$ cat src/hdl/kcqt_ram.sv
// ----------------------------------------------------------------------------
// kcqt_ram
// Generic single-clock RAM: one write port, one read port, registered read.
// ----------------------------------------------------------------------------
`default_nettype none

module kcqt_ram #(
    parameter  int WIDTH = 8,
    parameter  int DEPTH = 64,
    localparam int AW    = (DEPTH > 1) ? $clog2(DEPTH) : 1
) (
    input  wire logic             i_clk,
    input  wire logic             i_we,
    input  wire logic [AW-1:0]    i_waddr,
    input  wire logic [WIDTH-1:0] i_wdata,
    input  wire logic             i_re,
    input  wire logic [AW-1:0]    i_raddr,
    output logic      [WIDTH-1:0] o_rdata
);

    logic [WIDTH-1:0] r_mem [DEPTH];

    // Write port
    always_ff @(posedge i_clk) begin
        if (i_we) begin
            r_mem[i_waddr] <= i_wdata;
        end
    end

    // Registered read port
    always_ff @(posedge i_clk) begin
        if (i_re) begin
            o_rdata <= r_mem[i_raddr];
        end
    end

endmodule : kcqt_ram

`default_nettype wire

$ cat config.mk
export PLATFORM = sky130hd
export DESIGN_NAME = kcqt_ram
export DESIGN_NICKNAME = d
export VERILOG_FILES = /design/src/hdl/kcqt_ram.sv
export SDC_FILE = /design/constraint.sdc
export NUM_CORES = 1
export LEC_CHECK = 0
export BUFFER_PORTS_ARGS = -buffer_cell sky130_fd_sc_hd__clkbuf_2
export CAP_MARGIN = 20
export CELL_PAD_IN_SITES_DETAIL_PLACEMENT = 1
export CELL_PAD_IN_SITES_GLOBAL_PLACEMENT = 2
export CORE_UTILIZATION = 54
export CTS_CLUSTER_SIZE = 28
export DETAILED_ROUTE_END_ITERATION = 7
export HOLD_SLACK_MARGIN = 0.02
export PLACE_DENSITY = 0.82
export SLEW_MARGIN = 15
export SYNTH_ARGS = -nofsm -noshare
export SYNTH_HDL_FRONTEND = slang
export SYNTH_SLANG_ARGS = --single-unit
export TNS_END_PERCENT = 10
$ cat constraint.sdc
create_clock -name i_clk -period 3.9 [get_ports i_clk]
set_clock_uncertainty 0.1 [all_clocks]
set_input_delay 0.39 -clock i_clk [delete_from_list [all_inputs] [get_ports i_clk]]
set_output_delay 0.39 -clock i_clk [all_outputs]
set_load 0.1 [all_outputs]
After elaboration in Yosys (flattened, before gate mapping)
Memory sizes are Yosys's and may differ from the RTL's. A register that Yosys moved wholly into a read port is not among the register bits.
Cells that the tools add are included.
{"block": "totals", "ram_bits": 512, "out_inout_bits": 8, "input_bits": 23, "regBits": 0, "elab_cells": 3, "n_memories": 1}
{"name": "r_mem", "words": 64, "width": 8, "read_ports": 1, "rd_clocked_by_memory_dff": 1, "wr": 1, "line": "21", "source": "logic [WIDTH-1:0] r_mem [DEPTH];"}
{"block": "classes", "muxes": 2}
{"op": "$mux W1", "count": 2}

Depth between registers and ports, before layout
Gate-level depths: netlist (run 1).
{"block": "depth", "word_depth": 2, "depth_mapped": 9, "depth_no_buf": 5}

Worst setup path after synthesis (run 1)
No wires, ideal clock.
{"block": "synth_timing", "kind": "input-to-reg", "startpoint": "in i_raddr[1]", "endpoint": "reg o_rdata[3] (read register of r_mem) (data pin)", "setup_slack_ns": 1.604, "arrival_ns": 1.930, "required_ns": 3.534, "setup_time_ns": 0.266, "path_buffers": 3, "stages": 7, "cell_sequence": "buf_4 -> buf_2 -> buf_2 -> mux4_2 -> mux4_2 -> o21ai_1 -> o41ai_1"}
{"item": "start: declaration", "line": "17", "source": "input wire logic [AW-1:0] i_raddr,"}
{"item": "end: declaration", "line": "18", "source": "output logic [WIDTH-1:0] o_rdata"}

==> impl_metrics.ini, run 1 <==
[clock_network]
cts_buffers = 52
cts.htree.levels = 2
clkTransAtPathRegs_ns = 0.06
hold_buffers = 0
cts_resized = 0
cts_root_buf = clkbuf_16
cts_sinks = 520
post_cts_buffers = 0
insertion_delay_ns = 0.60
cts.path.max_buffers = 3
cts_tree = yes

[yosys]
synthesis.instances = 940
ys_types = 39
synth_compound_area_frac = 0.0206
synth_warnings = 0
synth_area_leaders = edfxtp_1, mux4_2, nor2_1, mux2i_1, mux2_2
seq_area_frac_synth = 0.771
synth_fa_ha_area_frac = 0
synth_top_family_by_area = multiplexers
synth.largest_area_cell = edfxtp_1
synth_common_cells = edfxtp_1, mux4_2, nor2_1, mux2i_1, nand2_1
async_reset_ff_frac = 0
synth_top_area_frac = 0.771
synthMuxAreaShare = 0.159
syn_area_um2 = 20200
synth_fp_nets = 963
ys_ff_latch = 520
synth_xor_area_frac = 0
synth.most_common_cell = edfxtp_1
synthFlopType = edfxtp_1
synth_area_per_cell_um2 = 21.5
synth_edf_count = 520
synthSimpleGateAreaFrac = 0.0337

[finish]
final_core_util = 0.617
syn2layout_area_growth_pct = 12.2
antenna_cells = 0
layout-drive-gt1-share = 0.265
final_nets = 1025

[timing]
fin_tns_setup_ns = 0
setup_violations = 0
fmax_mhz = 384
slew_headroom = 0.228
rsz0062_at_grt = false
fin_hold_ws_ns = 0.125
finalMaxSlewViolations = 0
finalHoldViolCount = 0
period_share = 0.667
fin_crit_ns = 2.60
worst_pin_slew_ns = 1.13

[routing]
vias = 9731
first_iter_violations = 941
drcViolationCount = 0
antenna_left = 0
wirelength_um = 48100
via_per_inst = 6.44
first_pass_iters = 5
drt-wirelength-per-cell_um = 31.8

[pwr]
power.density_nw_per_um2 = 532
power.leakage_nw = 7.11
finalPower_mw = 12.1
ir_drop_mv = 0.375

[global_route]
antenna_found_initial = 0
grt.total_usage = 0.264
grt_pass1_wl_um = 70800
overflow = 0
grt_pass1_vias = 10300
grt_start_max_net_pins = 65

[die]
placementRows = 70
pin_count = 31
core_area_um2 = 36800
start_util = 0.550
die_area_um2 = 38300
fp.dieW_um = 196
dieHeight_um = 196

[critical_path]
rrSetupSlack_ns = 1.34
cp-endpoint = o_rdata[5]$_DFFE_PP_
ff2ff_path_depth = 4
cp-start-kind = input port
crit_type = in -> reg
critical_path_depth = 6
end_kind = flip-flop
startpoint = i_raddr[0]
crit_fanout = 24
reg2reg_from = r_mem[3][5]$_DFFE_PP_
crit_path_top_delay_cell = a2111oi_0
crit_chain = clkbuf_8 > buf_12 > mux4_2 > nor2b_1 > a2111oi_0 > o41ai_1
crit_required_ns = 4.10
crit_path_max_incr_delay_ns = 1.00
reg2reg_to = o_rdata[5]$_DFFE_PP_
crit_arrival_ns = 2.80
path_buf_inv = 2
path_delay_family = compound AO/OA/AOI/OAI gates

[placed_design]
place.gp.congestion = 0.810
numPortBuffers = 30
place_hpwl_um = 30200

[hold_path]
hold_class = in -> reg

[outcome]
outcome = finished clean

[flow_run]
max_cap_violations = 0
cells in the final DEF (no fill, tap or decap), drive strengths merged, types with 4 or more instances in the layout:
| cell | count |
|---|---|
| a211oi | 4 |
| a221oi | 6 |
| buf | 31 |
| bufinv | 10 |
| clkbuf | 88 |
| clkinv | 19 |
| edfxtp | 520 |
| mux2 | 13 |
| mux2i | 23 |
| mux4 | 126 |
| nand2 | 19 |
| nand2b | 7 |
| nand3 | 13 |
| nor2 | 83 |
| nor2b | 14 |
| nor3 | 7 |
| o21ai | 4 |
| o221ai | 8 |
| o22ai | 8 |
flip-flops by register name (all words and copies together) (netlist names):
name and cells:
o_rdata 8, r_mem 512
cell families after synthesis:
family / after synthesis
compound gates: 54
buf+inv: 51
flops: 520
mux: 162
simple gates: 153
layer usage:
layer,routed length (um),vias up,global-route usage
li1,-,4058,-
met1,20000,5200,0.373
met2,22900,391,0.412
met3,3810,82,0.0573
met4,1440,0,0.0968
met5,0,-,0
report_power, final:
group	leakage [nW]	switching [mW]	internal, mW	total [mW]
clock network	0.862	2.09	3.14	5.24
logic	1.56	0.410	0.211	0.622
registers	4.69	0.0200	6.20	6.22
metrics by stage:
stage | area, um2 | setup slack, ns | std cells
after floorplan | 20200 | 1.60 | 940
after global placement | 20900 | 0.779 | 1416
after detailed placement | 20900 | 0.798 | 1416
after CTS | 22700 | 1.33 | 1510
after global routing | 22700 | 1.28 | 1510
final | 22700 | 1.30 | 1510
worst min-delay path by stage:
| stage | depth (start not counted) | end | slack, ns | start |
|---|---|---|---|---|
| after floorplan | 0 | r_mem[0][0]$_DFFE_PP_ | 0.39 | i_wdata[0] |
| after global placement | 1 | o_rdata[5]$_DFFE_PP_ | 0.74 | i_re |
| after detailed placement | 1 | o_rdata[6]$_DFFE_PP_ | 0.73 | i_re |
| after CTS | 1 | o_rdata[4]$_DFFE_PP_ | 0.1 | i_re |
| after global routing | 1 | o_rdata[4]$_DFFE_PP_ | 0.12 | i_re |
| final | 1 | o_rdata[4]$_DFFE_PP_ | 0.12 | i_re |
cell type report:
class	count	area, um2
Timing Repair Buffer	59	419
Sequential cell	520	15600
Clock buffer	60	1350
Fill cell	3000	14100
Tap cell	468	586
Clock inverter	34	424
Multi-Input combinational cell	369	4320
Power figures use the tool's default switching activity.
==> run 2, diff against run 1 <==
--- a/config.mk
+++ b/config.mk
@@ -9,11 +9,11 @@
 export CAP_MARGIN = 20
 export CELL_PAD_IN_SITES_DETAIL_PLACEMENT = 1
 export CELL_PAD_IN_SITES_GLOBAL_PLACEMENT = 2
-export CORE_UTILIZATION = 54
+export CORE_UTILIZATION = 45
 export CTS_CLUSTER_SIZE = 28
 export DETAILED_ROUTE_END_ITERATION = 7
 export HOLD_SLACK_MARGIN = 0.02
-export PLACE_DENSITY = 0.82
+export PLACE_DENSITY = 0.73
 export SLEW_MARGIN = 15
 export SYNTH_ARGS = -nofsm -noshare
 export SYNTH_HDL_FRONTEND = slang
==> constraint.sdc (replaced) <==
create_clock -name i_clk -period 2.33 [get_ports i_clk]
set_clock_uncertainty 0.1 [all_clocks]
set_input_delay 0.233 -clock i_clk [delete_from_list [all_inputs] [get_ports i_clk]]
set_output_delay 0.233 -clock i_clk [all_outputs]
set_load 0.1 [all_outputs]
==> impl_metrics.ini, run 2 (synthesis results as in run 1) <==
[finish]
regMostFlops = r_mem
multi_input_area_um2 = 4330
layout_commonest_cell = edfxtp_1
fin_cells = 1766
area.sequential_um2 = 15600
nFillCells = 3920
finalInstanceArea_um2 = 24000
final_cell_mix = edfxtp_1, buf_4, mux4_2, nor2_1, clkbuf_16
layout-drive-gt1-share = 0.342
largest_reg_flops = 512
final_nets = 1155
reg_top3 = r_mem x512, o_rdata x8
antenna_cells = 0
syn2layout_area_growth_pct = 18.4
final_core_util = 0.541

[routing]
first_iter_violations = 866
vias = 10100
drt-wirelength-per-cell_um = 28.1
via_per_inst = 5.70
wirelength_um = 49600
antenna_left = 0
drcViolationCount = 0
first_pass_iters = 5

[clock_network]
cts_tree = yes
cts.path.max_buffers = 3
cts_root_buf = clkbuf_16
cts_sinks = 520
cts.htree.levels = 2
clkTransAtPathRegs_ns = 0.06
cts_buffers = 53
insertion_delay_ns = 0.60

[global_route]
overflow = 0
antenna_found_initial = 1
grt.total_usage = 0.223
grt_pass1_wl_um = 73400
grt_start_max_net_pins = 65
grt_pass1_vias = 10800

[die]
fp.dieW_um = 214
pin_count = 31
start_util = 0.457
placementRows = 77
core_area_um2 = 44300
die_area_um2 = 45800
dieHeight_um = 214

[critical_path]
end_kind = flip-flop
cp-start-kind = flip-flop
crit_type = reg -> reg
crit_arrival_ns = 2.46
crit_fanout = 1
crit_required_ns = 2.55

[pwr]
pwr-share-clk = 0.420
comb_power_share = 0.060
power.density_nw_per_um2 = 834
power.leakage_nw = 7.80
ir_drop_mv = 0.590
p_int_mw = 15.8
switching_share = 0.211
finalPower_mw = 20.0
power_switching_mw = 4.21
seqPwrFrac = 0.521

[timing]
finalMaxSlewViolations = 0
fmax_mhz = 447
rsz0062_at_grt = false
finalHoldViolCount = 0
postLayoutSetupSlackWorst_ns = 0.0920
setup_violations = 0
period_share = 0.961
slew_headroom = 0.493
fin_crit_ns = 2.24
worst_pin_slew_ns = 0.761

[placed_design]
post_dp_cell_area_um2 = 22200
numPortBuffers = 30
post-place-cells = 1667
place.gp.congestion = 0.787
pre_cts_ws_ns = -0.547
place_hpwl_um = 32000

[outcome]
outcome = finished clean

[hold_path]
hold_class = in -> reg

[flow_run]
max_cap_violations = 0
-- run 2: cell count changes in the layout (fill, tap and decap cells not counted), sizes merged --
cell,change
clkbuf,+4
dlygate4sd3,+2
clkinv,+2
bufinv,-3
buf,+127
-- run 2: final timing paths --
path | depth (start not counted) | slack, ns | to | from
setup reg to reg | 6 | 0.09 | o_rdata[4]$_DFFE_PP_ | r_mem[25][4]$_DFFE_PP_
hold reg to reg | 4 | 0.87 | o_rdata[7]$_DFFE_PP_ | r_mem[7][7]$_DFFE_PP_
hold / removal | 3 | 0.07 | r_mem[54][7]$_DFFE_PP_ | i_waddr[1]
setup / recovery | 6 | 0.09 | o_rdata[4]$_DFFE_PP_ | r_mem[25][4]$_DFFE_PP_
-- run 2: power groups by stage --
| stage | combinational [mW] | sequential (mW) | clock, mW |
|---|---|---|---|
| after floorplan | 0.552 | 10.7 | 0 |
| after global placement | 1.17 | 10.6 | 0 |
| after detailed placement | 1.20 | 10.6 | 0 |
| after CTS | 1.20 | 10.4 | 8.59 |
| after global routing | 1.26 | 10.4 | 8.89 |
| final | 1.19 | 10.4 | 8.39 |
-- run 2: layout make-up --
| cell class | count | area share |
|---|---|---|
| Multi-Input combinational cell | 369 | 0.181 |
| Clock buffer | 64 | 0.0571 |
| Sequential cell | 520 | 0.652 |
| Tap cell | 592 | 0.0309 |
| Timing Repair Buffer | 188 | 0.0654 |
| Clock inverter | 33 | 0.0141 |
-- run 2: layer usage --
layer / routed length (um) / vias to the layer above / track usage
met5: 9 / - / 0
met4: 1330 / 2 / 0.0779
met3: 3140 / 91 / 0.0451
met2: 23700 / 315 / 0.348
met1: 21400 / 5326 / 0.314
li1: - / 4325 / -
-- run 2: worst max-delay path: stages (launching register included) --
cell	delay [ns]
edfxtp_1	0.38
mux4_2	0.47
mux2_2	0.27
o221a_2	0.30
nor3_4	0.22
buf_4	0.14
o32ai_1	0.07
-- run 2: repair_timing --
action                                  in CTS  in global routing
resized for setup                            3                  2
hold endpoints to repair                     9                  0
setup buffers                                0                  0
hold buffers                                 2                  0
endpoints found under the setup margin       3                  2
-- run 2: stage by stage --
| step | setup TNS [ns] | hold slack [ns] |
|---|---|---|
| 2_1_floorplan | 0 | 0.232 |
| 3_3_place_gp | -2.53 | 0.613 |
| 3_5_place_dp | -2.46 | 0.613 |
| 4_1_cts | 0 | 0.0333 |
| 5_1_grt | 0 | 0.0844 |
| 6_report | 0 | 0.0699 |
